$ cat config.mk
export PLATFORM = sky130hd
export DESIGN_NAME = rotary_encoder_value_entry_core_flat
export DESIGN_NICKNAME = d
export VERILOG_FILES = /design/src/rtl/core/rotenc_pkg.sv /design/src/rtl/core/rotenc_sample_if.sv /design/src/rtl/core/rotenc_result_if.sv /design/src/rtl/core/rotenc_value_calc.sv /design/src/rtl/core/rotary_encoder_value_entry_core.sv /design/src/flat_wrapper.sv
export SDC_FILE = /design/constraint.sdc
export NUM_CORES = 1
export LEC_CHECK = 0
export BUFFER_PORTS_ARGS = -buffer_cell sky130_fd_sc_hd__buf_2
export CAP_MARGIN = 20
export CORE_UTILIZATION = 55
export DETAILED_ROUTE_END_ITERATION = 12
export PLACE_DENSITY = 0.77
export SYNTH_ARGS = -nofsm -noshare
export SYNTH_HDL_FRONTEND = slang
export SYNTH_SLANG_ARGS = --single-unit
$ cat constraint.sdc
create_clock -name clk -period 12.2 [get_ports clk]
set_input_delay 0.61 -clock clk [delete_from_list [all_inputs] [get_ports clk]]
set_output_delay 0.61 -clock clk [all_outputs]
set_load 0.02 [all_outputs]
$ cat src/rtl/core/rotenc_pkg.sv
package rotenc_pkg;

  // default build widths
  localparam int VALUE_WIDTH_DEF    = 16;
  localparam int DEBOUNCE_WIDTH_DEF = 11;

  // fixed field widths
  localparam int FIELD_W     = 16;
  localparam int CFG_DATA_W  = 16;
  localparam int CFG_INDEX_W = 3;
  localparam int STEP_W      = 10;
  localparam int DETENT_W    = 6;
  localparam int DEBMS_W     = 10;
  localparam int POS_W       = 7;
  localparam int POS_LIMIT   = 63;

  // register reset values
  localparam logic                  LIST_MODE_RST    = 1'b0;
  localparam logic [CFG_DATA_W-1:0] VALUE_LOW_RST    = 16'd0;
  localparam logic [CFG_DATA_W-1:0] VALUE_HIGH_RST   = 16'd255;
  localparam logic [STEP_W-1:0]     VALUE_STEP_RST   = 10'd1;
  localparam logic [DETENT_W-1:0]   DETENT_COUNT_RST = 6'd4;
  localparam logic [DEBMS_W-1:0]    DEBOUNCE_MS_RST  = 10'd50;
  localparam logic                  BUTTON_LEVEL_RST = 1'b0;

  typedef enum logic [CFG_INDEX_W-1:0] {
    CFG_LIST_MODE    = 3'd0,
    CFG_VALUE_LOW    = 3'd1,
    CFG_VALUE_HIGH   = 3'd2,
    CFG_VALUE_STEP   = 3'd3,
    CFG_START_VALUE  = 3'd4,
    CFG_DETENT_COUNT = 3'd5,
    CFG_DEBOUNCE_MS  = 3'd6,
    CFG_BUTTON_LEVEL = 3'd7
  } cfg_reg_t;

  // detent move request toward the value update
  typedef struct packed {
    logic list_mode;
    logic up;
    logic down;
    logic pulse;
  } move_t;

  // quadrature step from previous {a,b} to current {a,b}
  function automatic logic signed [1:0] quad_delta(input logic [1:0] from_ab,
                                                   input logic [1:0] to_ab);
    logic signed [1:0] d;
    d = 2'sd0;
    unique case ({from_ab, to_ab})
      4'b1001, 4'b0110, 4'b0010, 4'b1101: d = -2'sd1;
      4'b0011, 4'b1100, 4'b1000, 4'b0111: d = 2'sd1;
      default:                            d = 2'sd0;
    endcase
    return d;
  endfunction

endpackage

$ cat src/rtl/core/rotenc_sample_if.sv
interface rotenc_sample_if;
  logic valid;
  logic ready;
  logic pin_a;
  logic pin_b;
  logic button_raw;

  modport source(output valid, output pin_a, output pin_b, output button_raw,
                 input ready);
  modport sink(input valid, input pin_a, input pin_b, input button_raw,
               output ready);
endinterface

$ cat src/rtl/core/rotenc_result_if.sv
interface rotenc_result_if;
  logic                                 valid;
  logic                                 ready;
  logic signed [rotenc_pkg::FIELD_W-1:0] current_value;
  logic                                 changed;
  logic                                 select_pulse;
  logic                                 button_down;

  modport source(output valid, output current_value, output changed,
                 output select_pulse, output button_down, input ready);
  modport sink(input valid, input current_value, input changed,
               input select_pulse, input button_down, output ready);
endinterface

$ cat src/rtl/core/rotenc_value_calc.sv
module rotenc_value_calc #(
  parameter int VALUE_WIDTH = rotenc_pkg::VALUE_WIDTH_DEF
) (
  input  logic signed [VALUE_WIDTH-1:0]            value_now,
  input  logic        [rotenc_pkg::STEP_W-1:0]     value_step,
  input  logic signed [rotenc_pkg::CFG_DATA_W-1:0] value_low,
  input  logic signed [rotenc_pkg::CFG_DATA_W-1:0] value_high,
  input  rotenc_pkg::move_t                        move,
  output logic signed [VALUE_WIDTH-1:0]            value_next,
  output logic                                     changed
);

  // wide enough for any value plus or minus a step, and for the limits
  localparam int CW = ((VALUE_WIDTH > rotenc_pkg::CFG_DATA_W) ?
                       VALUE_WIDTH : rotenc_pkg::CFG_DATA_W) + 2;

  logic signed [CW-1:0] vx, stepx, lowx, highx, delta, v1, v2, v3;
  logic                 below, above;

  always_comb begin
    vx    = CW'(value_now);
    stepx = CW'(value_step);
    lowx  = CW'(value_low);
    highx = CW'(value_high);

    // value mode turns the other way and moves by step
    delta = '0;
    if (move.list_mode) begin
      if (move.up)   delta = CW'(1);
      if (move.down) delta = -CW'(1);
    end else begin
      if (move.up)   delta = -stepx;
      if (move.down) delta = stepx;
    end
    v1 = vx + delta;

    below   = 1'b0;
    above   = 1'b0;
    v2      = v1;
    v3      = v1;
    changed = 1'b0;
    if (!move.list_mode) begin
      // clamp every sample, low first then high
      below   = (v1 < lowx);
      v2      = below ? lowx : v1;
      above   = (v2 > highx);
      v3      = above ? highx : v2;
      changed = move.up | move.down | below | above;
    end else if (move.up || move.down || move.pulse) begin
      // clamp only on a detent or press, high first then low
      above   = (v1 > highx);
      v2      = above ? highx : v1;
      below   = (v2 < lowx);
      v3      = below ? lowx : v2;
      changed = 1'b1;
    end

    value_next = v3[VALUE_WIDTH-1:0];
  end

endmodule

$ cat src/rtl/core/rotary_encoder_value_entry_core.sv
// channel   | dir | payload                                         | accepted when
// ----------+-----+-------------------------------------------------+--------------
// samples   | in  | pin_a, pin_b, button_raw                        | valid & ready
// results   | out | current_value, changed, select_pulse, button_down | valid & ready
// cfg       | in  | cfg_index, cfg_data                             | cfg_write
//
// one item per cycle sustained while results are not stalled; a result is registered
// through the sample register, then the result register, and the decode/debounce/value update
// between them is combinational, so the position-to-clamp path sets the clock
// rst is synchronous and active high: state and registers return to their defaults
// a stalled result holds; the sample register keeps taking items while the result
// register drains, and samples.ready drops only when both hold an item and the
// result is stalled

module rotary_encoder_value_entry_core #(
  parameter int VALUE_WIDTH    = rotenc_pkg::VALUE_WIDTH_DEF,
  parameter int DEBOUNCE_WIDTH = rotenc_pkg::DEBOUNCE_WIDTH_DEF
) (
  input  logic                                   clk,
  input  logic                                   rst,
  rotenc_sample_if.sink                          samples,
  rotenc_result_if.source                        results,
  input  logic                                   cfg_write,
  input  logic [rotenc_pkg::CFG_INDEX_W-1:0]     cfg_index,
  input  logic [rotenc_pkg::CFG_DATA_W-1:0]      cfg_data
);

  // width covering both the stored value and 16-bit fields
  localparam int XW = (VALUE_WIDTH > rotenc_pkg::CFG_DATA_W) ?
                      VALUE_WIDTH : rotenc_pkg::CFG_DATA_W;
  // width for comparing the stable count against debounce_ms
  localparam int MW = (DEBOUNCE_WIDTH > rotenc_pkg::DEBMS_W) ?
                      DEBOUNCE_WIDTH : rotenc_pkg::DEBMS_W;
  localparam int PW = rotenc_pkg::POS_W;

  // configuration registers
  logic                                    list_mode;
  logic signed [rotenc_pkg::CFG_DATA_W-1:0] value_low;
  logic signed [rotenc_pkg::CFG_DATA_W-1:0] value_high;
  logic        [rotenc_pkg::STEP_W-1:0]     value_step;
  logic        [rotenc_pkg::DETENT_W-1:0]   detent_count;
  logic        [rotenc_pkg::DEBMS_W-1:0]    debounce_ms;
  logic                                    button_level;

  // per-sample state
  logic                           prev_a, prev_b;
  logic signed [PW-1:0]           position;
  logic                           last_raw;
  logic [DEBOUNCE_WIDTH-1:0]      stable_count;
  logic                           debounced;
  logic signed [VALUE_WIDTH-1:0]  value_now;

  // sample register
  logic s1_valid, s1_a, s1_b, s1_raw;

  // result register
  logic                                     res_valid;
  logic signed [rotenc_pkg::FIELD_W-1:0]    res_value;
  logic                                     res_changed, res_pulse, res_down;

  logic advance, take;

  // result register frees up when empty or when its item is taken this edge
  assign advance       = !res_valid || results.ready;
  assign take          = s1_valid && advance;
  assign samples.ready = !s1_valid || advance;

  // ---------------- quadrature decode and detent ----------------
  logic signed [1:0]    quad;
  logic signed [PW:0]   pos_sum, pos_sat, det_x, pos_adj;
  logic                 det_up, det_down;
  logic signed [PW-1:0] position_next;

  always_comb begin
    quad    = rotenc_pkg::quad_delta({prev_a, prev_b}, {s1_a, s1_b});
    pos_sum = (PW+1)'(position) + (PW+1)'(quad);
    // saturate at the position limits
    if (pos_sum > (PW+1)'(rotenc_pkg::POS_LIMIT)) begin
      pos_sat = (PW+1)'(rotenc_pkg::POS_LIMIT);
    end else if (pos_sum < -(PW+1)'(rotenc_pkg::POS_LIMIT)) begin
      pos_sat = -(PW+1)'(rotenc_pkg::POS_LIMIT);
    end else begin
      pos_sat = pos_sum;
    end
    // a zero detent count never fires
    det_x    = (PW+1)'({1'b0, detent_count});
    det_up   = (detent_count != '0) && (pos_sat >= det_x);
    det_down = (detent_count != '0) && !det_up && (pos_sat <= -det_x);
    if (det_up) begin
      pos_adj = pos_sat - det_x;
    end else if (det_down) begin
      pos_adj = pos_sat + det_x;
    end else begin
      pos_adj = pos_sat;
    end
    position_next = pos_adj[PW-1:0];
  end

  // ---------------- button debounce ----------------
  logic [DEBOUNCE_WIDTH-1:0] stable_count_next;
  logic                      debounced_next, pulse;

  always_comb begin
    if (s1_raw != last_raw) begin
      stable_count_next = '0;
    end else if (stable_count != '1) begin
      stable_count_next = stable_count + DEBOUNCE_WIDTH'(1);
    end else begin
      stable_count_next = stable_count;
    end
    debounced_next = debounced;
    pulse          = 1'b0;
    // decision uses the level held before this sample
    if (MW'(stable_count_next) > MW'(debounce_ms)) begin
      if (last_raw == button_level) begin
        pulse          = !debounced;
        debounced_next = 1'b1;
      end else begin
        debounced_next = 1'b0;
      end
    end
  end

  // ---------------- value update ----------------
  rotenc_pkg::move_t              move;
  logic signed [VALUE_WIDTH-1:0]  value_next;
  logic                           value_changed;
  logic signed [XW-1:0]           value_ext, start_ext;

  assign move.list_mode = list_mode;
  assign move.up        = det_up;
  assign move.down      = det_down;
  assign move.pulse     = pulse;

  rotenc_value_calc #(
    .VALUE_WIDTH(VALUE_WIDTH)
  ) u_value_calc (
    .value_now (value_now),
    .value_step(value_step),
    .value_low (value_low),
    .value_high(value_high),
    .move      (move),
    .value_next(value_next),
    .changed   (value_changed)
  );

  // narrow values sign-extend onto the 16-bit field, wide ones truncate
  assign value_ext = XW'(value_next);
  assign start_ext = XW'($signed(cfg_data));

  // ---------------- registers ----------------
  always_ff @(posedge clk) begin
    if (rst) begin
      s1_valid <= 1'b0;
    end else if (samples.ready) begin
      s1_valid <= samples.valid;
    end
    if (samples.valid && samples.ready) begin
      s1_a   <= samples.pin_a;
      s1_b   <= samples.pin_b;
      s1_raw <= samples.button_raw;
    end
  end

  always_ff @(posedge clk) begin
    if (rst) begin
      res_valid <= 1'b0;
    end else if (advance) begin
      res_valid <= s1_valid;
    end
    if (take) begin
      res_value   <= value_ext[rotenc_pkg::FIELD_W-1:0];
      res_changed <= value_changed;
      res_pulse   <= pulse;
      res_down    <= debounced_next;
    end
  end

  // state and configuration; start_value writes load the value directly
  always_ff @(posedge clk) begin
    if (rst) begin
      prev_a       <= 1'b0;
      prev_b       <= 1'b0;
      position     <= '0;
      last_raw     <= 1'b0;
      stable_count <= '0;
      debounced    <= 1'b0;
      value_now    <= '0;
      list_mode    <= rotenc_pkg::LIST_MODE_RST;
      value_low    <= rotenc_pkg::VALUE_LOW_RST;
      value_high   <= rotenc_pkg::VALUE_HIGH_RST;
      value_step   <= rotenc_pkg::VALUE_STEP_RST;
      detent_count <= rotenc_pkg::DETENT_COUNT_RST;
      debounce_ms  <= rotenc_pkg::DEBOUNCE_MS_RST;
      button_level <= rotenc_pkg::BUTTON_LEVEL_RST;
    end else begin
      if (take) begin
        prev_a       <= s1_a;
        prev_b       <= s1_b;
        position     <= position_next;
        last_raw     <= s1_raw;
        stable_count <= stable_count_next;
        debounced    <= debounced_next;
        value_now    <= value_next;
      end
      if (cfg_write) begin
        unique case (cfg_index)
          rotenc_pkg::CFG_LIST_MODE:    list_mode    <= cfg_data[0];
          rotenc_pkg::CFG_VALUE_LOW:    value_low    <= cfg_data;
          rotenc_pkg::CFG_VALUE_HIGH:   value_high   <= cfg_data;
          rotenc_pkg::CFG_VALUE_STEP:   value_step   <= cfg_data[rotenc_pkg::STEP_W-1:0];
          rotenc_pkg::CFG_START_VALUE:  value_now    <= start_ext[VALUE_WIDTH-1:0];
          rotenc_pkg::CFG_DETENT_COUNT: detent_count <= cfg_data[rotenc_pkg::DETENT_W-1:0];
          rotenc_pkg::CFG_DEBOUNCE_MS:  debounce_ms  <= cfg_data[rotenc_pkg::DEBMS_W-1:0];
          rotenc_pkg::CFG_BUTTON_LEVEL: button_level <= cfg_data[0];
          default: ;
        endcase
      end
    end
  end

  assign results.valid         = res_valid;
  assign results.current_value = res_value;
  assign results.changed       = res_changed;
  assign results.select_pulse  = res_pulse;
  assign results.button_down   = res_down;

`ifndef SYNTHESIS
  // position stays inside the saturation limits
  a_pos_range: assert property (@(posedge clk) disable iff (rst)
    (position <= PW'(rotenc_pkg::POS_LIMIT)) && (position >= -PW'(rotenc_pkg::POS_LIMIT)))
    else $error("position outside saturation range");

  // a select pulse only comes with a pressed debounced state
  a_pulse_down: assert property (@(posedge clk) disable iff (rst)
    (results.valid && results.select_pulse) |-> results.button_down)
    else $error("select pulse without button down");

  // a pending result leaves only through a handshake
  a_res_drain: assert property (@(posedge clk) disable iff (rst)
    (res_valid && !results.ready) |=> res_valid)
    else $error("result dropped while stalled");

  // no sample is processed into a result slot that is still held
  a_no_overwrite: assert property (@(posedge clk) disable iff (rst)
    take |-> (!res_valid || results.ready))
    else $error("result register overwritten");
`endif

endmodule

$ cat src/flat_wrapper.sv
// flat-port wrapper written by rule: the top's interface ports become plain ports
module rotary_encoder_value_entry_core_flat 
#(
  parameter int VALUE_WIDTH    = rotenc_pkg::VALUE_WIDTH_DEF,
  parameter int DEBOUNCE_WIDTH = rotenc_pkg::DEBOUNCE_WIDTH_DEF
)
  (clk, rst, cfg_write, cfg_index, cfg_data, samples_valid, samples_pin_a, samples_pin_b, samples_button_raw, samples_ready, results_valid, results_current_value, results_changed, results_select_pulse, results_button_down, results_ready);
  rotenc_sample_if samples_i ();
  rotenc_result_if results_i ();
  input  logic clk;
  input  logic rst;
  input  logic cfg_write;
  input  logic [rotenc_pkg::CFG_INDEX_W-1:0] cfg_index;
  input  logic [rotenc_pkg::CFG_DATA_W-1:0] cfg_data;
  input wire logic [$bits(samples_i.valid)-1:0] samples_valid;
  input wire logic [$bits(samples_i.pin_a)-1:0] samples_pin_a;
  input wire logic [$bits(samples_i.pin_b)-1:0] samples_pin_b;
  input wire logic [$bits(samples_i.button_raw)-1:0] samples_button_raw;
  output wire logic [$bits(samples_i.ready)-1:0] samples_ready;
  output wire logic [$bits(results_i.valid)-1:0] results_valid;
  output wire logic [$bits(results_i.current_value)-1:0] results_current_value;
  output wire logic [$bits(results_i.changed)-1:0] results_changed;
  output wire logic [$bits(results_i.select_pulse)-1:0] results_select_pulse;
  output wire logic [$bits(results_i.button_down)-1:0] results_button_down;
  input wire logic [$bits(results_i.ready)-1:0] results_ready;
  assign samples_i.valid = samples_valid;
  assign samples_i.pin_a = samples_pin_a;
  assign samples_i.pin_b = samples_pin_b;
  assign samples_i.button_raw = samples_button_raw;
  assign samples_ready = samples_i.ready;
  assign results_valid = results_i.valid;
  assign results_current_value = results_i.current_value;
  assign results_changed = results_i.changed;
  assign results_select_pulse = results_i.select_pulse;
  assign results_button_down = results_i.button_down;
  assign results_i.ready = results_ready;
  rotary_encoder_value_entry_core #(.VALUE_WIDTH(VALUE_WIDTH), .DEBOUNCE_WIDTH(DEBOUNCE_WIDTH)) u_core (.clk(clk), .rst(rst), .samples(samples_i), .results(results_i), .cfg_write(cfg_write), .cfg_index(cfg_index), .cfg_data(cfg_data));
endmodule
=== Word level (Yosys, flattened, before mapping) ===
Memory sizes are Yosys's and may differ from the RTL's.
Index checks and enable logic that the tools add are counted.

* Flip-flop bits (word level): 122
* ROM bits: 32
* Input bits: 27
* Output and inout port bits: 21
* Word-level logic and storage cells: 101
* Memories: 1

* $add $sub $neg: 7
* $lt $le $gt $ge: 9
* Equality and inequality tests: 10
* Mux-type cells: 26
* Bitwise operators: 3
* Reductions and logical operators: 22

{| class="wikitable"
|+ Memory list
! memory !! words !! bits a word !! read ports !! clocked after Yosys merged registers in !! write ports !! RTL line !! RTL
|-
| (name not given) || 16 || 2 || 1 || 0 || 0 || rotenc_pkg.sv:50 || <nowiki>unique case ({from_ab, to_ab})</nowiki>
|}

{| class="wikitable"
|+ Operators with widths
! cell !! number
|-
| 16-bit 2-to-1 mux || 7
|-
| 18-bit 2-to-1 mux || 6
|-
| 18-bit by 16-bit > comparator with 1-bit output || 2
|-
| 18-bit by 16-bit less-than comparator with 1-bit output || 2
|-
| 11-bit 2-to-1 mux || 2
|-
| 16-bit by 18-bit adder with 18-bit output || 1
|-
| 10-bit negation with 18-bit output || 1
|-
| 8-bit 2-to-1 mux || 2
|-
| 7-bit 2-to-1 mux || 2
|-
| 2-bit AND reduction || 7
|-
| 3-bit equality test (second input constant) || 4
|-
| 11-bit by 1-bit adder with 11-bit output (second input constant) || 1
|-
| 11-bit by 10-bit > comparator with 1-bit output || 1
|-
| 11-bit inequality test (second input constant) || 1
|-
| 7-bit by 2-bit adder with 8-bit output || 1
|-
| 8-bit by 7-bit >= comparator with 1-bit output || 1
|-
| 8-bit by 7-bit > comparator with 1-bit output (second input constant) || 1
|-
| 8-bit less-or-equal comparator || 1
|-
| 8-bit by 7-bit less-than comparator with 1-bit output (second input constant) || 1
|-
| 6-bit negation with 8-bit output || 1
|-
| 7-bit adder || 1
|-
| 1-bit 2-to-1 mux || 7
|-
| 7-bit subtractor || 1
|-
| 3-bit by 2-bit equality test with 1-bit output (second input constant) || 2
|-
| other kinds (9) || 21
|}

=== Longest topological paths before layout ===
Gate-level depths: netlist of run 1.
An unclocked memory read counts as a cell.

* Word-level depth: 22
* Mapped depth: 55
* Mapped depth without buffers: 50

=== Modules after synthesis ===
A second synthesis of run 1 with hierarchy kept.

* Cell total of the unflattened synthesis: 1327
* Area total of the unflattened synthesis: 10291.1 um^2

{| class="wikitable"
|+ By module, submodules not included
! module !! instances !! cells an instance !! area an instance (um^2) !! seq. area each (um^2)
|-
| rotary_encoder_value_entry_core || 1 || 736 || 6178.4 || 2642.5
|-
| rotenc_value_calc || 1 || 591 || 4112.7 || 0.0
|}

=== Worst setup path before layout of run 1 ===
OpenSTA, ideal clock, no wires.

* Path type: flip-flop to flip-flop
* From: register u_core.prev_a
* To: register u_core.res_value, in the netlist u_core.results.current_value[6], data pin
* Data arrival time: 11306 ps
* Required time: 11942 ps
* Path slack: 636 ps
* Stages on the path, launching flop included: 49
* Clock period less this slack: 11564 ps
* Cells stage by stage: dfxtp_1 nand2b_1 o21ai_0 inv_1 fa_1 nand2b_1 a2111o_1 o211a_2 a311o_1 ha_1 o21ai_0 inv_1 fa_1 nor2b_1 o21ai_0 a311oi_1 or2_2 o211a_4 [... 13 more ...] a21oi_1 xnor2_1 ha_1 nand4_1 nor4_1 a2111oi_0 a21oi_2 nand2_1 clkbuf_1 mux2_2 ha_1 nand4_1 o311ai_0 a31oi_1 a21boi_1 buf_2 mux2_1 o221a_2

* Word-level cells in the longest chain between the ends: 19
* Elaborated cells between the ends (all ways): 30
* Classes of those cells: add/sub (2); order compare (8); mux (13); reduce/logical (6); memory (1)

{| class="wikitable"
|+ RTL lines
! what !! RTL line !! RTL
|-
| start: declaration || rotary_encoder_value_entry_core.sv:46 || <nowiki>logic prev_a, prev_b;</nowiki>
|-
| start signal: assignment || rotary_encoder_value_entry_core.sv:182 || <nowiki>prev_a <= 1'b0;</nowiki>
|-
| start signal: assignment || rotary_encoder_value_entry_core.sv:198 || <nowiki>prev_a <= s1_a;</nowiki>
|-
| memory read 16 x 2 bit * || n/a ||
|-
| 7-bit by 2-bit adder with 8-bit output * || rotary_encoder_value_entry_core.sv:76 || <nowiki>pos_sum = (PW+1)'(position) + (PW+1)'(quad);</nowiki>
|-
| 8-bit by 7-bit less-than comparator with 1-bit output || rotary_encoder_value_entry_core.sv:80 || <nowiki>end else if (pos_sum < -(PW+1)'(rotenc_pkg::POS_LIMIT)) begin</nowiki>
|-
| 8-bit 2-to-1 mux || rotary_encoder_value_entry_core.sv:80 ||
|-
| 8-bit 2-to-1 mux * || rotary_encoder_value_entry_core.sv:78 || <nowiki>if (pos_sum > (PW+1)'(rotenc_pkg::POS_LIMIT)) begin</nowiki>
|-
| 8-bit by 7-bit >= comparator with 1-bit output || rotary_encoder_value_entry_core.sv:87 || <nowiki>det_up = (detent_count != '0) && (pos_sat >= det_x);</nowiki>
|-
| 1-bit logical AND || rotary_encoder_value_entry_core.sv:87 ||
|-
| 1-bit logical NOT || rotary_encoder_value_entry_core.sv:88 || <nowiki>det_down = (detent_count != '0) && !det_up && (pos_sat <= -det_x);</nowiki>
|-
| [... 4 more ...] || n/a ||
|-
| 16-bit by 18-bit adder with 18-bit output || rotenc_value_calc.sv:35 || <nowiki>v1 = vx + delta;</nowiki>
|-
| 18-bit by 16-bit > comparator with 1-bit output || rotenc_value_calc.sv:51 || <nowiki>above = (v1 > highx);</nowiki>
|-
| 18-bit 2-to-1 mux || rotenc_value_calc.sv:52 || <nowiki>v2 = above ? highx : v1;</nowiki>
|-
| 18-bit by 16-bit less-than comparator with 1-bit output || rotenc_value_calc.sv:53 || <nowiki>below = (v2 < lowx);</nowiki>
|-
| 16-bit 2-to-1 mux || rotenc_value_calc.sv:54 || <nowiki>v3 = below ? lowx : v2;</nowiki>
|-
| 16-bit 2-to-1 mux || rotenc_value_calc.sv:49 || <nowiki>end else if (move.up || move.down || move.pulse) begin</nowiki>
|-
| 16-bit 2-to-1 mux * || rotenc_value_calc.sv:42 || <nowiki>if (!move.list_mode) begin</nowiki>
|-
| net u_core.u_value_calc.v3[6] || rotenc_value_calc.sv:17 || <nowiki>logic signed [CW-1:0] vx, stepx, lowx, highx, delta, v1, v2, v3;</nowiki>
|-
| end signal: assignment || rotary_encoder_value_entry_core.sv:172 || <nowiki>res_value <= value_ext[rotenc_pkg::FIELD_W-1:0];</nowiki>
|-
| end: declaration || rotary_encoder_value_entry_core.sv:58 || <nowiki>logic signed [rotenc_pkg::FIELD_W-1:0] res_value;</nowiki>
|}

The timed path passes the listed nets; every way through them passes the cells marked *.
A chain may end at the register's enable or synchronous reset.

=== Worst setup path after layout of run 1 ===
* From: register u_core.s1_a
* To: register u_core.value_now[5]

* Word-level cells in the longest chain between the ends: 22
* Elaborated cells between the ends (all ways): 33
* Classes of those cells: add/sub (2); order compare (8); mux (16); reduce/logical (6); memory (1)

{| class="wikitable"
|+ RTL lines
! what !! RTL line !! RTL
|-
| start: declaration || rotary_encoder_value_entry_core.sv:54 || <nowiki>logic s1_valid, s1_a, s1_b, s1_raw;</nowiki>
|-
| start signal: assignment || rotary_encoder_value_entry_core.sv:159 || <nowiki>s1_a <= samples.pin_a;</nowiki>
|-
| memory read 16 x 2 bit * || n/a ||
|-
| 7-bit by 2-bit adder with 8-bit output * || rotary_encoder_value_entry_core.sv:76 ||
|-
| 8-bit by 7-bit less-than comparator with 1-bit output || rotary_encoder_value_entry_core.sv:80 ||
|-
| 8-bit 2-to-1 mux || rotary_encoder_value_entry_core.sv:80 ||
|-
| 8-bit 2-to-1 mux * || rotary_encoder_value_entry_core.sv:78 ||
|-
| 8-bit by 7-bit >= comparator with 1-bit output || rotary_encoder_value_entry_core.sv:87 ||
|-
| 1-bit logical AND || rotary_encoder_value_entry_core.sv:87 ||
|-
| 1-bit logical NOT || rotary_encoder_value_entry_core.sv:88 ||
|-
| [... 6 more ...] || n/a ||
|-
| 18-bit 2-to-1 mux || rotenc_value_calc.sv:52 ||
|-
| 18-bit by 16-bit less-than comparator with 1-bit output || rotenc_value_calc.sv:53 ||
|-
| 16-bit 2-to-1 mux || rotenc_value_calc.sv:54 ||
|-
| 16-bit 2-to-1 mux || rotenc_value_calc.sv:49 ||
|-
| 16-bit 2-to-1 mux * || rotenc_value_calc.sv:42 ||
|-
| 16-bit 2-to-1 mux * || rotary_encoder_value_entry_core.sv:197 || <nowiki>if (take) begin</nowiki>
|-
| 16-bit 2-to-1 mux || rotary_encoder_value_entry_core.sv:207 || <nowiki>unique case (cfg_index)</nowiki>
|-
| 16-bit 2-to-1 mux * || rotary_encoder_value_entry_core.sv:206 || <nowiki>if (cfg_write) begin</nowiki>
|-
| end signal: assignment || rotary_encoder_value_entry_core.sv:204 || <nowiki>value_now <= value_next;</nowiki>
|-
| end signal: assignment || rotary_encoder_value_entry_core.sv:212 || <nowiki>rotenc_pkg::CFG_START_VALUE: value_now <= start_ext[VALUE_WIDTH-1:0];</nowiki>
|-
| end: declaration || rotary_encoder_value_entry_core.sv:51 || <nowiki>logic signed [VALUE_WIDTH-1:0] value_now;</nowiki>
|}

Every way passes the cells marked *; elsewhere a longest branch is shown, timed or not.

==> flow_summary.yaml, run 1 <==
timing:
  finalSetupTns_ns: 0
  setup_ws_ns: 0.543
  finalSetupViolations: 0
  drv_slew: 0
  tightest_slew_ns: 1.03
  fmax_mhz: 85.8
  finalHoldViolCount: 0
  slew_headroom_pct: 31.5
  finalClockSkew_ns: 0.0116
  fin_crit_sh_pct: 95.5
  min_period_ns: 11.66
final_layout:
  fill_cells: 1680
  fin_nets: 1564
  area_delta_synth_final_pct: 13.0
  design_area_um2: 11800
  fin_cells: 1654
  drive_gt1_share_pct: 13.9
placed_design:
  placedCellCount: 1617
  place_hpwl_mm: 26.1
  placed_cell_area_um2: 11100
  gp_congestion: 1.00
  portBuffers: 47
  pre_cts_ws_ns: -0.0928
worst_setup_path:
  critical_path.top_delay_family: "compound AO/OA/AOI/OAI gates"
  critical_path_arrival_ns: 11.93
  startpoint_type: "flip-flop"
  crit_buf_inv: 4
  crit_path_max_incr_delay_ns: 0.45
  r2r_start: "u_core.s1_a$_DFFE_PP_"
  reg2reg_slack_ns: 0.54
  r2r_end: "u_core.value_now[5]$_SDFF_PP0_"
  crit_required_ns: 12.48
  worstSetupEndpointType: "flip-flop"
  slowest_stage: "ha_1"
  crit_top_cell: "ha_1"
  path_class: "reg2reg"
  reg2reg_depth: 49
  crit_fanout: 7
synthesis:
  yosysTopAreaCellShare_pct: 19.0
  synth_edf_count: 22
  syn-cell-area_um2: 10400
  synthTopCellsByArea: "dfxtp_1, ha_1, nand2_1"
  synth_cells: 1345
  async_reset_ff_share_pct: 0
  ys_seq_elements: 121
  avgSynthCellArea_um2: 7.76
  ys.flop_type: "dfxtp_1"
  synth_seq_area_share_pct: 25.3
  synth_warnings: 0
  syn_nets: 1503
  post-synth-top-area-cell: "dfxtp_1"
  ys_types: 85
detailed_routing:
  detail-route-antenna-nets: 0
  drt-wirelength-per-cell_um: 20.6
  drc_errors: 0
  via_per_inst: 6.40
  first_pass_iters: 6
  vias: 10600
  drt_wl_total_mm: 34.0
  first_iter_violations: 1007
run_status:
  status: "complete, no violations"
global_route:
  grt_pass1_wl_mm: 53.2
  grt_usage_pct: 35.2
  overflow: 0
  grt_pass1_vias: 10100
  grt_antenna_before_repair: 1
  grt_max_degree: 62
floorplan:
  start_util_pct: 56.0
  dieArea_um2: 19500
  pin_count: 48
  fp.coreArea_um2: 18600
  fp.dieW_um: 140
  die_h_um: 140
  num_rows: 50
min_path:
  hp-class: "in2reg"
  min_from: "samples_button_raw"
  hold_depth: 1
  hold_end: "u_core.s1_raw$_DFFE_PP_"
cts:
  clkLatencyLatePin_ns: 0.43
  hold_buffers: 0
  htreeDepth: 4
  cts_made_buffers: 17
  root_buffer: "clkbuf_16"
  clk_pin_slew_ns: 0.06
  cts.sinks: 121
  cts_tree: "yes"
  cts_buffer_depth: 2
flow_run:
  drv_cap: 0
per-layer routing:
metal  track usage [%]  up-vias  share of wire [%]
li1                  -     5031                  -
met1              40.9     4892                 39
met2              58.2      512                 46
met3              5.95      157                7.2
met4              26.7        0                7.9
met5                 0        -                  0
how the worst max path moves through the flow:
stage,from,to,cells past startpoint
2_1_floorplan,u_core.prev_a$_SDFFE_PP0P_,u_core.results.current_value[6]$_DFFE_PP_,48
3_3_place_gp,u_core.prev_a$_SDFFE_PP0P_,u_core.value_now[0]$_SDFF_PP0_,48
6_report,u_core.s1_a$_DFFE_PP_,u_core.value_now[5]$_SDFF_PP0_,49
5_1_grt,u_core.s1_a$_DFFE_PP_,u_core.results.current_value[15]$_DFFE_PP_,50
3_5_place_dp,u_core.prev_a$_SDFFE_PP0P_,u_core.value_now[6]$_SDFF_PP0_,48
4_1_cts,u_core.s1_a$_DFFE_PP_,u_core.value_now[6]$_SDFF_PP0_,48
Yosys cell counts (17+ instances only):
library cell and number:
nor3_1 28, edfxtp_1 22, xnor2_1 17, nor2_1 97, nand3_1 38, ha_1 127
a21o_1 30, a211oi_1 19, a21oi_1 143, inv_1 88, nand2_1 198, clkbuf_1 42
dfxtp_1 99, o21ai_0 75, o211ai_1 20
registers in the layout, indices dropped and copies added (netlist names):
name,flops
u_core.results.current_value,16
u_core.value_high,16
u_core.value_low,16
u_core.value_now,16
u_core.stable_count,11
u_core.debounce_ms,10
u_core.value_step,10
u_core.position,7
u_core.detent_count,6
u_core.button_level,1
u_core.debounced,1
u_core.last_raw,1
u_core.list_mode,1
u_core.prev_a,1
u_core.results.button_down,1
u_core.results.changed,1
u_core.results.select_pulse,1
u_core.results.valid,1
u_core.s1_a,1
u_core.s1_b,1
u_core.s1_raw,1
u_core.s1_valid,1
kinds of logic after synthesis:
logic type      count (synthesis)  share of synthesized area, %
buf+inv                       142                          5.32
compound gates                420                          26.5
flops                         121                          25.3
fa+ha+maj                     131                          16.0
xor+xnor                       34                          2.99
simple gates                  468                          20.9
mux                            29                          2.95
per-stage QoR:
stage,hold WS (ns),util (%)
finish,0.359,63.2
global route,0.350,63.2
detailed placement,0.448,59.4
CTS,0.353,62.5
floorplan,0.436,-
global placement,0.443,59.4
worst reg2reg max path, delay by kind of cell (launching register included):
kind,cells,cell delay [ns]
buf+inv,4,0.60
compound gates,21,4.21
flops,1,0.43
simple gates,13,2.84
mux,1,0.34
fa+ha+maj,8,2.59
xor+xnor,2,0.49
timing repair:
action                     4_1_cts  5_1_grt
setup endpoints to repair       13       33
pin swaps                        1        2
setup buffers                    1        3
resized for setup                2       30
hold endpoints to repair         0        0
area by class of cell:
class	instances	area, um^2	area share [%]
antenna	1	2.50	0.0212
sequential	121	2640	22.4
tap	234	293	2.48
multi-input combinational	1082	7350	62.3
timing repair buffer	95	596	5.05
clock inverter	12	114	0.966
inverter	89	334	2.83
clock buffer	20	458	3.89
layout by cell type, fill, tap and decap left out, drive strengths merged, types with 8 or more instances in the layout:
cell type  instances
xor2              16
o21a               8
buf               95
mux2i             15
o221a              9
a21o              30
or3               13
nand4             14
o21ai             84
ha               127
edfxtp            22
clkbuf            20
o31ai             12
nand2b            14
a21oi            145
inv               93
nor2              97
nor3              28
xnor2             17
a211oi            20
dfxtp             99
nand2            198
nor2b             16
o211ai            21
mux2              14
a31oi              9
nor4              10
nand3             40
Power of run 1 is left out: the tool's default activity adds up to more than one toggle a clock period on the data nets, which glitch-free logic cannot reach.
==> run 2: changes to the inputs <==
- PLACE_DENSITY: 0.77 -> 0.75
- clock period: 12.2 -> 10.9 ns (I/O delays scaled with it)
==> run 2 against run 1 <==
Against the previous run:
- clock skew is 0.0016 ns higher
- cell area is 8.7% higher
- sequential cell count stayed put
- worst setup slack worse by 0.17 ns
- critical path depth stayed put
- register-to-register slack worse by 0.17 ns
- count of clock-buffer cells in the layout is 1 lower
- sequential share of layout area is 1.8 points lower
- final cell count is 5.6% higher
- critical path type unchanged
==> flow_summary.yaml, run 2 (same netlist as run 1, synthesis figures left out) <==
flow_run:
  drv_cap: 0
detailed_routing:
  drc_errors: 0
  vias: 11000
  drt_wl_total_mm: 37.7
  first_iter_violations: 896
  first_pass_iters: 5
  detail-route-antenna-nets: 0
  drt-wirelength-per-cell_um: 21.6
  via_per_inst: 6.31
timing:
  fin_crit_sh_pct: 96.6
  finalSetupTns_ns: 0
  finalHoldViolCount: 0
  fmax_mhz: 95.0
  finalClockSkew_ns: 0.0132
  drv_slew: 0
  min_period_ns: 10.53
  slew_headroom_pct: 40.0
  tightest_slew_ns: 0.897
  finalSetupViolations: 0
  timing.hold.ws_ns: 0.302
final_layout:
  fin_cells: 1746
  n_antenna_cell: 0
  area_delta_synth_final_pct: 22.8
  design_area_um2: 12800
  final_common_cell: "nand2_1"
  drive_gt1_share_pct: 21.7
  final_cell_mix: "nand2_1, a21oi_1, buf_4"
  fin_nets: 1657
floorplan:
  fp.dieW_um: 140
  start_util_pct: 56.0
  die_h_um: 140
  num_rows: 50
  fp.coreArea_um2: 18600
  pin_count: 48
  dieArea_um2: 19500
worst_setup_path:
  reg2reg_depth: 49
  startpoint_type: "flip-flop"
  crit_required_ns: 11.08
  critical_path.top_delay_family: "compound AO/OA/AOI/OAI gates"
  critical_path_arrival_ns: 10.70
  crit_end: "u_core.results.current_value[5]$_DFFE_PP_"
  crit_buf_inv: 6
  path_class: "reg2reg"
  critPathLaunch: "u_core.s1_a$_DFFE_PP_"
  crit_path_max_incr_delay_ns: 0.41
  slowest_stage: "edfxtp_1"
  worstSetupEndpointType: "flip-flop"
  crit_fanout: 8
  reg2reg_slack_ns: 0.37
  r2r_start: "u_core.s1_a$_DFFE_PP_"
  path_depth: 49
  r2r_end: "u_core.results.current_value[5]$_DFFE_PP_"
  crit_top_cell: "o21a_1"
global_route:
  grt_pass1_wl_mm: 57.2
  grt_usage_pct: 38.3
  grt_pass1_vias: 10400
  grt_antenna_before_repair: 0
  overflow: 0
  grt_max_degree: 79
cts:
  clk_pin_slew_ns: 0.06
  cts_made_buffers: 17
  clkLatencyLatePin_ns: 0.43
  cts_tree: "yes"
  root_buffer: "clkbuf_16"
  cts_buffer_depth: 2
  cts.sinks: 121
  htreeDepth: 4
placed_design:
  gp_congestion: 1.03
  placed_cell_area_um2: 11700
  placedCellCount: 1696
  portBuffers: 47
  place_hpwl_mm: 28.0
min_path:
  hp-class: "in2reg"
  hold_depth: 1
  min_from: "samples_button_raw"
run_status:
  status: "complete, no violations"
## run 2: cell count changes in the layout (fill, tap and decap cells not counted), moves of 4 or more
cell      change
mux2_4        +4
clkinv_1      +4
a211oi_2      +6
a211oi_1      -6
ha_2          +5
o21ai_1       +8
a21oi_1       -6
buf_4        +87
ha_1         -12
a21oi_2       +6
ha_4          +7
o21ai_0      -10
## run 2: worst reg2reg max path, delay by kind of cell, from the launching register on
family	cells	cell delay [ns]
simple gates	14	2.52
mux	2	0.72
buf+inv	6	0.95
compound gates	17	3.11
fa+ha+maj	8	2.12
xor+xnor	2	0.50
flops	1	0.41
## run 2: routing by layer
layer | vias to the layer above | GRT usage, % | wire length (um) | share of wire, %
met3 | 145 | 5.92 | 2590 | 6.9
met1 | 5157 | 46.6 | 15200 | 40
met2 | 509 | 62.9 | 17300 | 46
li1 | 5212 | - | - | -
met5 | - | 0 | 0 | 0
met4 | 0 | 25.1 | 2650 | 7.0
## run 2: layout make-up
cell class / instances / area (um^2)
clock buffers: 19 / 443
multi-input cells: 1082 / 7600
clock inverters: 13 / 149
well taps: 234 / 293
flip-flops and latches: 121 / 2640
inverters: 89 / 334
repair buffers: 188 / 1350
fillers: 1578 / 5840
## run 2: how the worst min path moves through the flow
| stage | to | slack [ns] |
|---|---|---|
| after global placement | u_core.value_low[4]$_SDFFE_PP0P_ | 0.44 |
| after detailed placement | u_core.debounce_ms[7]$_SDFFE_PP0P_ | 0.45 |
| after floorplan | u_core.position[0]$_SDFFE_PP0P_ | 0.44 |
| final | u_core.s1_raw$_DFFE_PP_ | 0.30 |
| after CTS | u_core.s1_raw$_DFFE_PP_ | 0.29 |
| after global routing | u_core.s1_b$_DFFE_PP_ | 0.29 |
## run 2: repair_timing
action / CTS / global route
setup buffers: 5 / 12
endpoints found under the setup margin: 31 / 33
cloned: 0 / 1
endpoints found under the hold margin: 0 / 0
gates resized for setup: 17 / 75
hold buffers: 0 / 0
pin swaps: 6 / 32
## run 2: stage by stage
step / setup WS, ns / utilization [%]
finish: 0.374 / 68.7
global route: -0.116 / 68.7
CTS: 0.00920 / 66.5
detailed placement: -0.316 / 62.7
global placement: -0.0307 / 62.7
floorplan: 0.0819 / -
Power of run 2 is left out for the same reason.
